[src/rtl/ttc_pkg.sv]
// shared constants, codes and types of the text terminal cursor engine
package ttc_pkg;

    // screen geometry and default attribute
    localparam int ROWS         = 25;
    localparam int COLS         = 80;
    localparam int DEFAULT_ATTR = 15;

    localparam int CELLS  = ROWS * COLS;
    localparam int ROW_W  = $clog2(ROWS);
    localparam int COL_W  = $clog2(COLS);
    localparam int ADDR_W = $clog2(CELLS);
    localparam int CELL_W = 16;

    localparam logic [7:0] ROWS_B     = 8'(ROWS);
    localparam logic [7:0] COLS_B     = 8'(COLS);
    localparam logic [7:0] DEF_ATTR_B = 8'(DEFAULT_ATTR);

    // control characters
    localparam logic [7:0] CH_NEWLINE   = 8'h0A;
    localparam logic [7:0] CH_RETURN    = 8'h0D;
    localparam logic [7:0] CH_BACKSPACE = 8'h08;
    localparam logic [7:0] CH_SPACE     = 8'h20;

    // operation codes
    typedef enum logic [2:0] {
        FN_PUT   = 3'd0,
        FN_WRITE = 3'd1,
        FN_SETCUR = 3'd2,
        FN_CLEAR = 3'd3,
        FN_ATTR  = 3'd4,
        FN_READ  = 3'd5
    } func_t;

    // sequencer states
    typedef enum logic [2:0] {
        ST_IDLE,
        ST_EXEC,
        ST_SCROLL,
        ST_BLANK,
        ST_CLEAR,
        ST_POS,
        ST_FINISH
    } state_t;

    // one input word, unpacked
    typedef struct packed {
        logic [2:0] func;
        logic [7:0] char_code;
        logic [7:0] row_sel;
        logic [7:0] col_sel;
        logic [7:0] attr;
    } item_t;

    // one result word, unpacked
    typedef struct packed {
        logic [4:0]  report_row;
        logic [6:0]  report_col;
        logic [10:0] cursor_pos;
        logic [7:0]  read_char;
        logic [7:0]  read_attr;
    } result_t;

    // screen memory port control
    typedef struct packed {
        logic              we;
        logic [ADDR_W-1:0] waddr;
        logic [CELL_W-1:0] wdata;
        logic              re;
        logic [ADDR_W-1:0] raddr;
    } ram_ctrl_t;

    // request to the shared position unit
    typedef struct packed {
        logic             en;
        logic [ROW_W-1:0] row;
        logic [COL_W-1:0] col;
    } addr_req_t;

endpackage

[src/rtl/ttc_addr_unit.sv]
// shared row times columns plus column unit with registered result
module ttc_addr_unit
    import ttc_pkg::*;
(
    input  logic              clk,
    input  addr_req_t         req,
    output logic [ADDR_W-1:0] pos
);

    logic [ADDR_W-1:0] pos_reg;
    logic [ADDR_W-1:0] pos_next;

    assign pos_next = ADDR_W'(req.row) * ADDR_W'(COLS) + ADDR_W'(req.col);

    always_ff @(posedge clk)
    begin
        if (req.en)
        begin
            pos_reg <= pos_next;
        end
    end

    assign pos = pos_reg;

endmodule

[config.mk]
export PLATFORM = sky130hd
export DESIGN_NAME = ttc_addr_unit
export DESIGN_NICKNAME = d
export VERILOG_FILES = /design/src/rtl/ttc_pkg.sv /design/src/rtl/ttc_addr_unit.sv
export SDC_FILE = /design/constraint.sdc
export NUM_CORES = 1
export LEC_CHECK = 0
export BUFFER_PORTS_ARGS = -buffer_cell sky130_fd_sc_hd__clkbuf_2
export CORE_UTILIZATION = 40
export DETAILED_ROUTE_END_ITERATION = 8
export HOLD_SLACK_MARGIN = 0.12
export PLACE_DENSITY = 0.69
export SLEW_MARGIN = 40
export SYNTH_ARGS = -nofsm -noshare
export SYNTH_HDL_FRONTEND = slang
export SYNTH_SLANG_ARGS = --single-unit
[constraint.sdc]
create_clock -name clk -period 3.3 [get_ports clk]
set_clock_uncertainty 0.15 [all_clocks]
set_input_delay 0.99 -clock clk [delete_from_list [all_inputs] [get_ports clk]]
set_output_delay 0.99 -clock clk [all_outputs]
set_load 0.02 [all_outputs]
==> impl_metrics.ini <==
[global_route]
grt_overflow = 0
grt_antenna_before_repair = 0
grt_usage_pct = 15.4
grt_pass1_wl_um = 1580
grt_max_degree = 12
first_global_vias = 397

[sta]
rsz0062_at_grt = false
fin_crit_ns = 2.79
slew_headroom_pct = 82.1
hold_viol = 0
period_share_pct = 84.6
setup_tns_ns = 0
setup_viol = 0
worst_pin_slew_ns = 0.268
fmax_mhz = 358
slew_violations = 0

[synthesis]
yosys.area.top_type_share_pct = 55.6
synthDistinctLibCells = 10
synth_edf_count = 11
synth_common_cells = edfxtp_1 (11), ha_1 (9), xnor2_1 (4)
yosys_register_bits = 11
synth_most_common_cell = edfxtp_1
syn_inst = 38
syn_area_um2 = 594
synth_warnings = 0
synthTopCellsByArea = edfxtp_1 (56%), ha_1 (19%), fa_1 (6.7%)
syn_area_per_cell_um2 = 15.6
ys_seq_area_share_pct = 55.6
synth_async_sr_flop_share_pct = 0
synth_flop_cell = edfxtp_1
yosysTopAreaCell = edfxtp_1
synth_fp_nets = 63

[cells_and_area]
postLayoutCellArea_um2 = 759
largest_reg_flops = 11
instances_no_fill = 81
num-nets-final = 92
area_growth_pct = 27.8
n_antenna_cell = 0
drive_gt1_share_pct = 40.9

[clock_network]
ctsResizeCount = 0
cts.path.max_buffers = 2
cts_tree = yes
clockRootBuffer = clkbuf_4
cts_buffers = 3
cts.clk_slew.worst_paths_ns = 0.07
cts_hold_buf = 0
cts.sinks = 11
htree_levels = 1
post_cts_buffers = 0

[run_status]
status = complete, no violations

[worst_hold_path]
hold_path_end = pos[0]$_DFFE_PP_
min_path_cells = 1
hold_path.class = in -> reg
min_from = req[0]

[critical_path]
required_ns = 3.17
cp_num_buf_inv = 1
critPathTopFamily = adder cells
critical_path_class = in -> reg
crit_fanout = 3
critPathCaptureType = register
cpPeakStageDelay_ns = 0.39
arrival_ns = 2.66
startpoint_type = input port
cpMaxStageDelayCell = fa_1
critical_path.cell_chain = clkbuf_2 -> ha_1 -> ha_1 -> fa_1 -> xor2_1 -> nand4_1 -> xnor2_1 -> xnor2_1

[floorplanning]
die_h_um = 40.5
core_region_area_mm2 = 0.00133
num_rows = 13
start_util_pct = 44.6
fp.dieW_um = 40.5
io_pins = 25
dieArea_mm2 = 0.00164

[detailed_routing]
antenna_left = 0
wire_per_inst_um = 11.8
routed_wl_um = 958
initialDrtViolationCount = 4
via_count = 394
drc = 0
dr.pass1.iters = 4
via_per_inst = 4.86

[placed_design]
dp_cells = 77
post_dp_cell_area_um2 = 733
io_buffers = 24
gp_congestion = 0.628
hpwl_um = 837

[job]
maxCapViolations = 0

[power]
powerDensity_mw_per_mm2 = 495
p_leak_nw = 0.371
peakVddDrop_uv = 189
where the power goes:
group	internal [W]	switching, W	leakage [nW]
clock network	0.0000466	0.0000400	0.0150
registers	0.000179	0.00000484	0.108
logic	0.0000434	0.0000622	0.248
total	0.000269	0.000107	0.371
cells by family (layout without fill, tap and decap cells):
family | after synthesis | count (layout) | synth area share [%]
AO/OA/AOI/OAI | 5 | 5 | 5.47
flip-flops | 11 | 11 | 55.6
buffers and inverters | 0 | 28 | 0
XOR/XNOR | 7 | 7 | 10.3
adder cells (fa/ha/maj) | 11 | 11 | 25.7
AND/OR/NAND/NOR | 4 | 4 | 2.95
per-layer routing:
| metal | track usage [%] | vias up | part of all wire [%] |
|---|---|---|---|
| li1 | - | 197 | - |
| met1 | 16.6 | 178 | 42 |
| met2 | 27.4 | 19 | 49 |
| met3 | 2.22 | 0 | 8.6 |
| met4 | 10.0 | 0 | 0 |
| met5 | 0 | - | 0 |
placed cells by master, fill, tap and decap left out, drive strengths merged:
master  synthesis  layout
a21o            3       3
clkbuf          0      28
xor2            3       3
nor2            1       1
ha              9       9
nand2           2       2
fa              2       2
nand4           1       1
a21oi           2       2
edfxtp         11      11
xnor2           4       4
how the worst max path moves through the flow:
stage,start,cells after the start,slack (ns),endpoint
CTS,req[8],8,0.50,pos[10]$_DFFE_PP_
detailed placement,req[8],8,0.22,pos[10]$_DFFE_PP_
global placement,req[8],8,0.25,pos[10]$_DFFE_PP_
global route,req[8],8,0.39,pos[10]$_DFFE_PP_
floorplan,req[8],7,0.46,pos[10]$_DFFE_PP_
finish,req[8],8,0.51,pos[10]$_DFFE_PP_
metrics by stage:
| step | hold slack [ns] | utilization, % | power [W] | setup slack, ns |
|---|---|---|---|---|
| 6_report | 0.751 | 56.9 | 0.000376 | 0.508 |
| 5_1_grt | 0.735 | 56.9 | 0.000402 | 0.389 |
| 4_1_cts | 0.745 | 56.9 | 0.000380 | 0.498 |
| 3_5_place_dp | 1.02 | 55.0 | 0.000294 | 0.221 |
| 3_3_place_gp | 1.02 | 55.0 | 0.000290 | 0.254 |
| 2_1_floorplan | 0.939 | - | 0.000257 | 0.462 |
area by class of cell:
| class | count | area, um^2 |
|---|---|---|
| multi-input cells | 27 | 264 |
| well taps | 15 | 18.8 |
| fillers | 121 | 574 |
| repair buffers | 24 | 120 |
| clock buffers | 4 | 26.3 |
| flip-flops and latches | 11 | 330 |
Power figures use the tool's default switching activity.
