[config.mk]
export PLATFORM = sky130hd
export DESIGN_NAME = ttc_seq
export DESIGN_NICKNAME = d
export VERILOG_FILES = /design/src/rtl/ttc_pkg.sv /design/src/rtl/ttc_seq.sv
export SDC_FILE = /design/constraint.sdc
export NUM_CORES = 1
export LEC_CHECK = 0
export BUFFER_PORTS_ARGS = -buffer_cell sky130_fd_sc_hd__clkbuf_2
export CAP_MARGIN = 20
export CORE_AREA = 2 2 127 129
export DETAILED_ROUTE_END_ITERATION = 6
export DIE_AREA = 0 0 129 131
export GPL_TIMING_DRIVEN = 0
export SLEW_MARGIN = 25
export SYNTH_ARGS = -nofsm -noshare
export SYNTH_HDL_FRONTEND = slang
export SYNTH_SLANG_ARGS = --single-unit
export TNS_END_PERCENT = 20
[constraint.sdc]
create_clock -name clk -period 5.3 [get_ports clk]
set_input_delay 0.53 -clock clk [delete_from_list [all_inputs] [get_ports clk]]
set_output_delay 0.53 -clock clk [all_outputs]
set_load 0.05 [all_outputs]
[src/rtl/ttc_pkg.sv]
// shared constants, codes and types of the text terminal cursor engine
package ttc_pkg;

    // screen geometry and default attribute
    localparam int ROWS         = 25;
    localparam int COLS         = 80;
    localparam int DEFAULT_ATTR = 15;

    localparam int CELLS  = ROWS * COLS;
    localparam int ROW_W  = $clog2(ROWS);
    localparam int COL_W  = $clog2(COLS);
    localparam int ADDR_W = $clog2(CELLS);
    localparam int CELL_W = 16;

    localparam logic [7:0] ROWS_B     = 8'(ROWS);
    localparam logic [7:0] COLS_B     = 8'(COLS);
    localparam logic [7:0] DEF_ATTR_B = 8'(DEFAULT_ATTR);

    // control characters
    localparam logic [7:0] CH_NEWLINE   = 8'h0A;
    localparam logic [7:0] CH_RETURN    = 8'h0D;
    localparam logic [7:0] CH_BACKSPACE = 8'h08;
    localparam logic [7:0] CH_SPACE     = 8'h20;

    // operation codes
    typedef enum logic [2:0] {
        FN_PUT   = 3'd0,
        FN_WRITE = 3'd1,
        FN_SETCUR = 3'd2,
        FN_CLEAR = 3'd3,
        FN_ATTR  = 3'd4,
        FN_READ  = 3'd5
    } func_t;

    // sequencer states
    typedef enum logic [2:0] {
        ST_IDLE,
        ST_EXEC,
        ST_SCROLL,
        ST_BLANK,
        ST_CLEAR,
        ST_POS,
        ST_FINISH
    } state_t;

    // one input word, unpacked
    typedef struct packed {
        logic [2:0] func;
        logic [7:0] char_code;
        logic [7:0] row_sel;
        logic [7:0] col_sel;
        logic [7:0] attr;
    } item_t;

    // one result word, unpacked
    typedef struct packed {
        logic [4:0]  report_row;
        logic [6:0]  report_col;
        logic [10:0] cursor_pos;
        logic [7:0]  read_char;
        logic [7:0]  read_attr;
    } result_t;

    // screen memory port control
    typedef struct packed {
        logic              we;
        logic [ADDR_W-1:0] waddr;
        logic [CELL_W-1:0] wdata;
        logic              re;
        logic [ADDR_W-1:0] raddr;
    } ram_ctrl_t;

    // request to the shared position unit
    typedef struct packed {
        logic             en;
        logic [ROW_W-1:0] row;
        logic [COL_W-1:0] col;
    } addr_req_t;

endpackage

[src/rtl/ttc_seq.sv]
// sequencer: cursor, attribute, operation decode and memory sweeps
module ttc_seq
    import ttc_pkg::*;
(
    input  logic              clk,
    input  logic              rst_n,
    input  logic              in_valid,
    input  item_t             in_item,
    output logic              in_ready,
    input  logic              out_free,
    output logic              res_load,
    output result_t           res,
    output ram_ctrl_t         ram_ctrl,
    input  logic [CELL_W-1:0] ram_rdata,
    output addr_req_t         addr_req,
    input  logic [ADDR_W-1:0] addr_pos
);

    localparam logic [ADDR_W-1:0] SCROLL_END = ADDR_W'(CELLS - COLS);
    localparam logic [ADDR_W-1:0] CELL_LAST  = ADDR_W'(CELLS - 1);
    localparam logic [ROW_W-1:0]  ROW_LAST   = ROW_W'(ROWS - 1);
    localparam logic [COL_W-1:0]  COL_LAST   = COL_W'(COLS - 1);
    localparam logic [CELL_W-1:0] BLANK_DEF  = {DEF_ATTR_B, CH_SPACE};

    state_t state_reg, state_next;

    logic [ROW_W-1:0]  row_reg, row_next;
    logic [COL_W-1:0]  col_reg, col_next;
    logic [7:0]        cur_attr_reg, cur_attr_next;
    logic [ADDR_W-1:0] cnt_reg, cnt_next;

    logic [2:0] func_reg;
    logic [7:0] char_reg;
    logic [7:0] row_sel_reg;
    logic [7:0] col_sel_reg;
    logic [7:0] attr_reg;
    logic       inside_reg;

    logic accept;
    logic is_nl, is_cr, is_bs, is_plain;
    logic adv_line, scroll_req;

    assign in_ready = (state_reg == ST_IDLE);
    assign accept   = in_valid && in_ready;

    // put-character decode on the held word
    assign is_nl    = (char_reg == CH_NEWLINE);
    assign is_cr    = (char_reg == CH_RETURN);
    assign is_bs    = (char_reg == CH_BACKSPACE);
    assign is_plain = !is_nl && !is_cr && !is_bs;
    assign adv_line = (func_reg == FN_PUT) && (is_nl || (is_plain && col_reg == COL_LAST));
    assign scroll_req = adv_line && (row_reg == ROW_LAST);

    always_ff @(posedge clk or negedge rst_n)
    begin
        if (!rst_n)
        begin
            state_reg    <= ST_IDLE;
            row_reg      <= '0;
            col_reg      <= '0;
            cur_attr_reg <= DEF_ATTR_B;
            cnt_reg      <= '0;
        end
        else
        begin
            state_reg    <= state_next;
            row_reg      <= row_next;
            col_reg      <= col_next;
            cur_attr_reg <= cur_attr_next;
            cnt_reg      <= cnt_next;
        end
    end

    always_ff @(posedge clk)
    begin
        if (accept)
        begin
            func_reg    <= in_item.func;
            char_reg    <= in_item.char_code;
            row_sel_reg <= in_item.row_sel;
            col_sel_reg <= in_item.col_sel;
            attr_reg    <= in_item.attr;
            inside_reg  <= (in_item.row_sel < ROWS_B) && (in_item.col_sel < COLS_B);
        end
    end

    // next state
    always_comb
    begin
        state_next = state_reg;
        unique case (state_reg)
            ST_IDLE:
            begin
                if (accept)
                begin
                    state_next = ST_EXEC;
                end
            end
            ST_EXEC:
            begin
                if (func_reg == FN_CLEAR)
                begin
                    state_next = ST_CLEAR;
                end
                else if (scroll_req)
                begin
                    state_next = ST_SCROLL;
                end
                else
                begin
                    state_next = ST_FINISH;
                end
            end
            ST_SCROLL:
            begin
                if (cnt_reg == SCROLL_END)
                begin
                    state_next = ST_BLANK;
                end
            end
            ST_BLANK, ST_CLEAR:
            begin
                if (cnt_reg == CELL_LAST)
                begin
                    state_next = ST_POS;
                end
            end
            ST_POS:
            begin
                state_next = ST_FINISH;
            end
            ST_FINISH:
            begin
                if (out_free)
                begin
                    state_next = ST_IDLE;
                end
            end
            default:
            begin
                state_next = ST_IDLE;
            end
        endcase
    end

    // datapath and outputs
    always_comb
    begin
        row_next      = row_reg;
        col_next      = col_reg;
        cur_attr_next = cur_attr_reg;
        cnt_next      = cnt_reg;
        ram_ctrl      = '0;
        addr_req      = '0;
        res_load      = 1'b0;

        res.report_row = 5'(row_reg);
        res.report_col = 7'(col_reg);
        res.cursor_pos = 11'(addr_pos);
        res.read_char  = '0;
        res.read_attr  = '0;
        if ((func_reg == FN_READ) && inside_reg)
        begin
            res.read_char = ram_rdata[7:0];
            res.read_attr = ram_rdata[15:8];
        end

        unique case (state_reg)
            ST_IDLE:
            begin
                // cell address of the coming operation
                addr_req.en = accept;
                if (in_item.func == FN_PUT)
                begin
                    addr_req.row = row_reg;
                    addr_req.col = col_reg;
                    if ((in_item.char_code == CH_BACKSPACE) && (col_reg != '0))
                    begin
                        addr_req.col = col_reg - 1'b1;
                    end
                end
                else
                begin
                    addr_req.row = in_item.row_sel[ROW_W-1:0];
                    addr_req.col = in_item.col_sel[COL_W-1:0];
                end
            end
            ST_EXEC:
            begin
                cnt_next = '0;
                unique case (func_reg)
                    FN_PUT:
                    begin
                        if (is_cr)
                        begin
                            col_next = '0;
                        end
                        else if (is_bs)
                        begin
                            if (col_reg != '0)
                            begin
                                col_next       = col_reg - 1'b1;
                                ram_ctrl.we    = 1'b1;
                                ram_ctrl.waddr = addr_pos;
                                ram_ctrl.wdata = {cur_attr_reg, CH_SPACE};
                            end
                        end
                        else if (is_plain)
                        begin
                            ram_ctrl.we    = 1'b1;
                            ram_ctrl.waddr = addr_pos;
                            ram_ctrl.wdata = {cur_attr_reg, char_reg};
                            col_next       = col_reg + 1'b1;
                        end
                        if (adv_line)
                        begin
                            col_next = '0;
                            if (row_reg != ROW_LAST)
                            begin
                                row_next = row_reg + 1'b1;
                            end
                        end
                    end
                    FN_WRITE:
                    begin
                        ram_ctrl.we    = inside_reg;
                        ram_ctrl.waddr = addr_pos;
                        ram_ctrl.wdata = {attr_reg, char_reg};
                    end
                    FN_SETCUR:
                    begin
                        row_next = (row_sel_reg >= ROWS_B) ? ROW_LAST : row_sel_reg[ROW_W-1:0];
                        col_next = (col_sel_reg >= COLS_B) ? COL_LAST : col_sel_reg[COL_W-1:0];
                    end
                    FN_CLEAR:
                    begin
                        row_next      = '0;
                        col_next      = '0;
                        cur_attr_next = DEF_ATTR_B;
                    end
                    FN_ATTR:
                    begin
                        cur_attr_next = attr_reg;
                    end
                    FN_READ:
                    begin
                        ram_ctrl.re    = inside_reg;
                        ram_ctrl.raddr = addr_pos;
                    end
                    default:
                    begin
                    end
                endcase
                // cursor position for the result, from the updated cursor
                addr_req.en  = 1'b1;
                addr_req.row = row_next;
                addr_req.col = col_next;
            end
            ST_SCROLL:
            begin
                // read a line below, write the cell fetched in the previous cycle
                ram_ctrl.re    = (cnt_reg != SCROLL_END);
                ram_ctrl.raddr = ADDR_W'(cnt_reg + ADDR_W'(COLS));
                ram_ctrl.we    = (cnt_reg != '0);
                ram_ctrl.waddr = cnt_reg - 1'b1;
                ram_ctrl.wdata = ram_rdata;
                if (cnt_reg != SCROLL_END)
                begin
                    cnt_next = cnt_reg + 1'b1;
                end
            end
            ST_BLANK, ST_CLEAR:
            begin
                ram_ctrl.we    = 1'b1;
                ram_ctrl.waddr = cnt_reg;
                ram_ctrl.wdata = BLANK_DEF;
                if (cnt_reg != CELL_LAST)
                begin
                    cnt_next = cnt_reg + 1'b1;
                end
            end
            ST_POS:
            begin
                addr_req.en  = 1'b1;
                addr_req.row = row_reg;
                addr_req.col = col_reg;
            end
            ST_FINISH:
            begin
                res_load = out_free;
            end
            default:
            begin
            end
        endcase
    end

endmodule

==> run_results.csv, run 1 <==
group,metric,value,unit
floorplanning,dieWidth,129,um
setup_path,critPathRequiredTime,4.77,ns
run_status,outcome,"finished clean",
layout,fin_util,0.438,
floorplanning,dieArea,0.0169,mm2
place,port_buffers,159,
layout,n_antenna_cell,0,
layout,seqCellArea,0.00194,mm2
setup_path,max_stage_delay,0.56,ns
layout,finalInstanceArea,0.00683,mm2
clock_tree,cts_max_level,3,
logic_synthesis,syn_avg_cell_area,8.27,um2
setup_path,crit_type,"reg2out",
detailed_routing,ant_nets,0,
grt,gr-usage-all-layers,0.224,
setup_path,slowest_stage,"or4b_1",
setup_path,critPathLaunch,"col_reg[0]",
logic_synthesis,ys.flop_type,"edfxtp_1",
grt,antenna_found_initial,0,
place,place_area,0.00647,mm2
sta,max_freq,0.252,GHz
sta,maxSlewViolCount,0,
sta,setup_tns,0,ns
layout,largest_reg_flops,11,
detailed_routing,first_pass_iters,6,
grt,grt_pass1_vias,5360,
logic_synthesis,synth-seq-cells,70,
logic_synthesis,ys.warnings.count,0,
clock_tree,cts.path.max_buffers,2,
setup_path,worstSetupEndpointType,"output port",
setup_path,arrival,3.44,ns
sta,hold_slack,0.159,ns
detailed_routing,vias,5855,
logic_synthesis,syn-num-nets,725,
pwr,p_per_area,295,mW/mm2
floorplanning,start_util,0.345,
clock_tree,clk_pin_slew_worst_paths,0.06,ns
detailed_routing,drt_iter0_markers,476,
layout,syn_to_final_growth,26.9,%
sta,slew_headroom,0.422,
sta,setup_viol,0,
setup_path,r2r_start,"cnt_reg[4]",
detailed_routing,wirelength,19.3,mm
clock_tree,cts-root-buf,"clkbuf_16",
logic_synthesis,synth_cell_types,77,
detailed_routing,wire_per_inst,18.5,um
grt,gr-total-overflow,0,
logic_synthesis,synthCells,651,
floorplanning,core_area,0.0156,mm2
sta,tightest_slew,0.864,ns
logic_synthesis,synthArstFlopShare,0.486,
floorplanning,pin_count,160,
floorplanning,die_h,131,um
run,cap_viol_max_count,0,
setup_path,path_cells,"clkbuf_1 -> inv_1 -> ha_1 -> or4b_1 -> o211ai_1 -> nand2_1 -> o21ai_1 -> buf_2 -> o221ai_1 -> clkbuf_2",
sta,post-route-min-period,3.97,ns
layout,multi_input_area,0.00309,mm2
setup_path,start_kind,"flip-flop",
pwr,ir_drop,0.146,mV
floorplanning,rows,46,
clock_tree,hold_buffers,0,
logic_synthesis,synth-edff-count,36,
clock_tree,cts_resized,0,
clock_tree,worstSkewPairLatency,0.35,ns
layout,fillCellCount,1626,
detailed_routing,via_per_inst,5.61,
clock_tree,post-cts-setup-buffers,0,
layout,nets,897,
place,routabilityCongestion,0.922,
sta,rsz0062_at_grt,"no",
clock_tree,cts_sinks,70,
grt,grt_max_degree,35,
pwr,leakage,0.00295,uW
clock_tree,cts_buffers,9,
grt,grt_first_pass_wirelength,29.1,mm
sta,skew,0.00989,ns
detailed_routing,remaining_drc_errors,0,
sta,finalHoldViolations,0,
clock_tree,cts_tree,"done",
setup_path,crit_fanout,10,
logic_synthesis,netlist_area,0.00538,mm2
sta,fin_crit_sh,0.750,
hold_path,hold_class,"in2async",
layout,drive_gt1_frac,0.266,
place,detailed_place_hpwl,14.8,mm
logic_synthesis,yosysSeqAreaShare,0.360,
## Yosys cell counts, types with 4 or more instances
library cell / number / share of area
nor2_1: 58 / 0.040
nand3_1: 16 / 0.015
a21oi_1: 32 / 0.030
o21ai_0: 52 / 0.048
buf_2: 5 / 0.0046
a222oi_1: 5 / 0.0093
o21ai_1: 4 / 0.0037
ha_1: 8 / 0.019
a22o_1: 5 / 0.0081
a21o_1: 7 / 0.0098
or2_2: 7 / 0.0081
o31ai_1: 6 / 0.0084
and3_1: 21 / 0.024
inv_1: 21 / 0.015
dfstp_2: 4 / 0.020
xor2_1: 12 / 0.020
buf_4: 11 / 0.015
nand2b_1: 10 / 0.012
o22ai_1: 22 / 0.026
nand2_1: 82 / 0.057
or3_1: 14 / 0.016
a31oi_1: 8 / 0.0093
nand4_1: 9 / 0.010
dfrtp_1: 30 / 0.14
o221ai_1: 7 / 0.011
clkbuf_1: 34 / 0.024
o21a_1: 6 / 0.0084
o311ai_0: 9 / 0.015
nor4_1: 5 / 0.0058
xnor2_1: 4 / 0.0065
nor3b_1: 4 / 0.0056
edfxtp_1: 36 / 0.20
a221oi_1: 5 / 0.0081
a22oi_1: 9 / 0.013
a221o_1: 4 / 0.0074
nor3_1: 15 / 0.014
nor4b_1: 4 / 0.0065
## cell families after synthesis
| family | after synthesis | synth area share |
|---|---|---|
| xor+xnor | 16 | 0.0260 |
| fa+ha+maj | 11 | 0.0242 |
| flops | 70 | 0.360 |
| compound gates | 212 | 0.272 |
| mux | 3 | 0.00604 |
| buf+inv | 76 | 0.0667 |
| simple gates | 263 | 0.245 |
## cells in the final DEF, fill, tap and decap left out, drive strengths merged, types with 21 or more instances in the layout
master    n
and3     21
buf      22
o21ai    56
nor2     58
edfxtp   36
dfrtp    30
nand2    82
inv      21
a21oi    33
o22ai    22
clkbuf  204
## final timing paths
| check | endpoint | slack, ns | cells past startpoint |
|---|---|---|---|
| worst min register to register | cur_attr_reg[2] | 0.53 | 2 |
| worst max-delay path | ram_ctrl[38] | 1.33 | 10 |
| max in group asynchronous | row_reg[4] | 4.66 | 2 |
| worst min-delay path | cnt_reg[8] | 0.16 | 1 |
| min in group clk | attr_reg[0] | 0.36 | 1 |
| worst max register to register | cnt_reg[6] | 2.47 | 9 |
## stage by stage
stage                     cells  setup slack [ns]  power, uW
final                      1044              1.33       2010
after global routing       1044              1.19       2120
after CTS                  1043              1.38       2010
after detailed placement   1027              1.76       1320
after global placement     1026              1.49       1320
after floorplan             651              1.62       1150
## report_power, final
group / switching, uW / total (uW) / leakage, uW / internal [uW]
clock network: 251 / 689 / 0.000162 / 438
registers: 50.7 / 667 / 0.000757 / 616
logic: 454 / 657 / 0.00203 / 204
total: 756 / 2010 / 0.00295 / 1260
## metal layers
layer	GRT usage	wire [um]	vias up
li1	-	-	2805
met1	0.297	8410	2758
met2	0.368	9080	253
met3	0.0240	1170	39
met4	0.108	690	0
met5	0	0	-
## layout make-up
cell class	count	area share
Multi-Input combinational cell	505	0.452
Sequential cell	70	0.284
Timing Repair Buffer	161	0.123
Buffer	54	0.0405
Tap cell	216	0.0396
Clock buffer	11	0.0370
Inverter	22	0.0121
Clock inverter	5	0.0119
## worst max-delay path, delay by kind of cell (launching register included)
kind	cells	cell delay [ns]
flip-flops	1	0.40
AO/OA/AOI/OAI	3	0.86
buffers and inverters	4	0.88
AND/OR/NAND/NOR	2	0.73
adder cells (fa/ha/maj)	1	0.22
No activity file was read; power rests on OpenSTA's default activity.
==> run 2, diff against run 1 <==
Settings changed: ABC_AREA set to 1.
Clock period 5.3 ns to 4.1 ns, I/O delays scaled along.
==> run 2 against run 1 <==
Global-route usage shrank 1.5 points. Combinational power is 84% lower. Clock skew decreased by 0.0025 ns. Critical endpoint is now ram_ctrl[11].
==> run_results.csv, run 2 <==
group,metric,value,unit
pwr,p_sw_frac,0.251,
sta,setup_tns,0,ns
pwr,leakage,0.00333,uW
logic_synthesis,synth_top_area_share,0.202,
run,cap_viol_max_count,0,
floorplanning,rows,46,
floorplanning,pin_count,160,
detailed_routing,via_per_inst,4.93,
layout,drive_gt1_frac,0.266,
clock_tree,cts_sinks,70,
layout,nets,1014,
logic_synthesis,netlist_area,0.00535,mm2
setup_path,crit_fanout,8,
clock_tree,cts_buffers,9,
clock_tree,cts_max_level,3,
hold_path,hold_class,"in2async",
sta,setup_viol,0,
detailed_routing,first_pass_iters,6,
floorplanning,start_util,0.343,
setup_path,r2r_slack,1.99,ns
pwr,p_per_area,237,mW/mm2
logic_synthesis,syn_avg_cell_area,6.97,um2
detailed_routing,vias,5724,
detailed_routing,wirelength,17.3,mm
logic_synthesis,synthCells,768,
floorplanning,core_area,0.0156,mm2
layout,final_common_cell,"nand2_1",
sta,hold_slack,0.0183,ns
pwr,p_int,1200,uW
clock_tree,cts.path.max_buffers,2,
clock_tree,cts-root-buf,"clkbuf_16",
clock_tree,worstSkewPairLatency,0.35,ns
detailed_routing,drt_iter0_markers,383,
logic_synthesis,synthArstFlopShare,0.486,
logic_synthesis,synth-edff-count,36,
logic_synthesis,synth_commonest_cells,"nand2_1 (187), inv_1 (104), nor2_1 (83)",
grt,grt_max_degree,35,
setup_path,start_kind,"flip-flop",
logic_synthesis,yosysMostFrequentCell,"nand2_1",
logic_synthesis,ys_top_cells_by_area,"edfxtp_1 (20%), dfrtp_1 (14%), nand2_1 (13%)",
place,port_buffers,159,
setup_path,slowest_stage,"o21ai_0",
logic_synthesis,synth_cell_types,48,
clock_tree,clk_pin_slew_worst_paths,0.06,ns
run_status,outcome,"finished clean",
clock_tree,cts_resized,0,
setup_path,worst_path_most_repeated_cell,"nand2_1",
grt,gr-total-overflow,0,
clock_tree,cts_tree,"done",
setup_path,arrival,2.68,ns
logic_synthesis,synth-seq-cells,70,
layout,n_antenna_cell,0,
setup_path,critPathRequiredTime,3.69,ns
layout,largest_reg_flops,11,
setup_path,crit_type,"reg2out",
sta,rsz0062_at_grt,"no",
clock_tree,post-cts-setup-buffers,0,
detailed_routing,wire_per_inst,14.9,um
sta,slew_headroom,0.574,
setup_path,worstSetupEndpointType,"output port",
setup_path,max_stage_delay,0.46,ns
detailed_routing,ant_nets,0,
grt,gr-usage-all-layers,0.209,
pwr,clockPowerShare,0.476,
setup_path,path_cells,"inv_1 -> nand2_1 -> nor2_1 -> nand2_1 -> o21ai_0 -> clkbuf_2",
logic_synthesis,ys.warnings.count,0,
logic_synthesis,synth_largest_area_cell,"edfxtp_1",
place,detailed_place_hpwl,13.8,mm
floorplanning,dieWidth,129,um
sta,post-route-min-period,3.09,ns
logic_synthesis,yosysSeqAreaShare,0.362,
setup_path,r2r_end,"row_reg[2]",
floorplanning,die_h,131,um
detailed_routing,remaining_drc_errors,0,
sta,fin_crit_sh,0.754,
sta,max_freq,0.324,GHz
pwr,pwr-share-comb,0.063,
logic_synthesis,syn-num-nets,842,
grt,grt_pass1_vias,5379,
layout,layout_common_cells,"nand2_1 (187), clkbuf_2 (159), inv_1 (104)",
logic_synthesis,ys.flop_type,"edfxtp_1",
pwr,p_switching,404,uW
pwr,power_frac_seq,0.461,
sta,skew,0.00740,ns
grt,antenna_found_initial,0,
layout,syn_to_final_growth,26.5,%
layout,fillCellCount,1697,
place,routabilityCongestion,0.930,
setup_path,r2r_start,"col_reg[1]",
clock_tree,hold_buffers,0,
grt,grt_first_pass_wirelength,27.4,mm
sta,finalHoldViolations,0,
sta,tightest_slew,0.632,ns
setup_path,reg2regPathDepth,10,
pwr,ir_drop,0.188,mV
sta,maxSlewViolCount,0,
floorplanning,dieArea,0.0169,mm2
run 2: cell count changes after synthesis, sizes merged, moves of 13 or more:
cell,delta
or3,-13
clkbuf,-25
nor2,+34
and3,-21
inv,+96
nand2,+112
nand3,+40
run 2: cell type report:
type | instances | area, um2 | share of cell area
Buffer | 35 | 214 | 0.0316
Clock buffer | 9 | 225 | 0.0333
Clock inverter | 7 | 63.8 | 0.00943
Inverter | 119 | 447 | 0.0660
Multi-Input combinational cell | 544 | 2760 | 0.408
Sequential cell | 70 | 1940 | 0.286
Tap cell | 216 | 270 | 0.0399
Timing Repair Buffer | 161 | 851 | 0.126
run 2: critical path: cells and delay by family, from the launching register on:
kind	cells	cell delay, ns
AND/OR/NAND/NOR	3	0.95
buffers and inverters	2	0.49
AO/OA/AOI/OAI	1	0.46
flip-flops	1	0.42
run 2: logic make-up after synthesis:
group,synth area share
compound gates,0.168
xor+xnor,0.0196
fa+ha+maj,0.0187
buf+inv,0.123
flops,0.362
simple gates,0.308
run 2: worst max-delay path by stage:
| stage | slack [ns] | endpoint | start |
|---|---|---|---|
| floorplan | 1.23 | ram_ctrl[32] | col_reg[0] |
| global placement | 0.56 | row_sel_reg[7] | state_reg[0] |
| detailed placement | 1.45 | ram_ctrl[11] | func_reg[1] |
| CTS | 1.07 | ram_ctrl[11] | func_reg[1] |
| global route | 0.86 | ram_ctrl[11] | func_reg[1] |
| finish | 1.01 | ram_ctrl[11] | func_reg[1] |
run 2: stage by stage:
| step | cells | utilization | instance area (um2) | power, uW | setup slack, ns |
|---|---|---|---|---|---|
| detailed placement | 1144 | 0.414 | 6450 | 854 | 1.45 |
| global placement | 1143 | 0.411 | 6420 | 853 | 0.562 |
| finish | 1161 | 0.434 | 6770 | 1610 | 1.01 |
| floorplan | 768 | - | 5350 | 798 | 1.23 |
| CTS | 1160 | 0.432 | 6740 | 1620 | 1.07 |
| global route | 1161 | 0.434 | 6770 | 1670 | 0.856 |
run 2: power by group through the flow:
stage | logic, uW | clock network [uW] | registers [uW]
global route | 112 | 814 | 740
finish | 102 | 765 | 740
CTS | 100 | 784 | 740
detailed placement | 99.9 | 0 | 754
floorplan | 43.1 | 0 | 754
global placement | 99.1 | 0 | 754
run 2: layer usage:
| metal | GRT usage | share of wire |
|---|---|---|
| met3 | 0.0391 | 0.063 |
| met5 | 0 | 0 |
| met1 | 0.257 | 0.43 |
| met2 | 0.369 | 0.49 |
| met4 | 0.0754 | 0.025 |
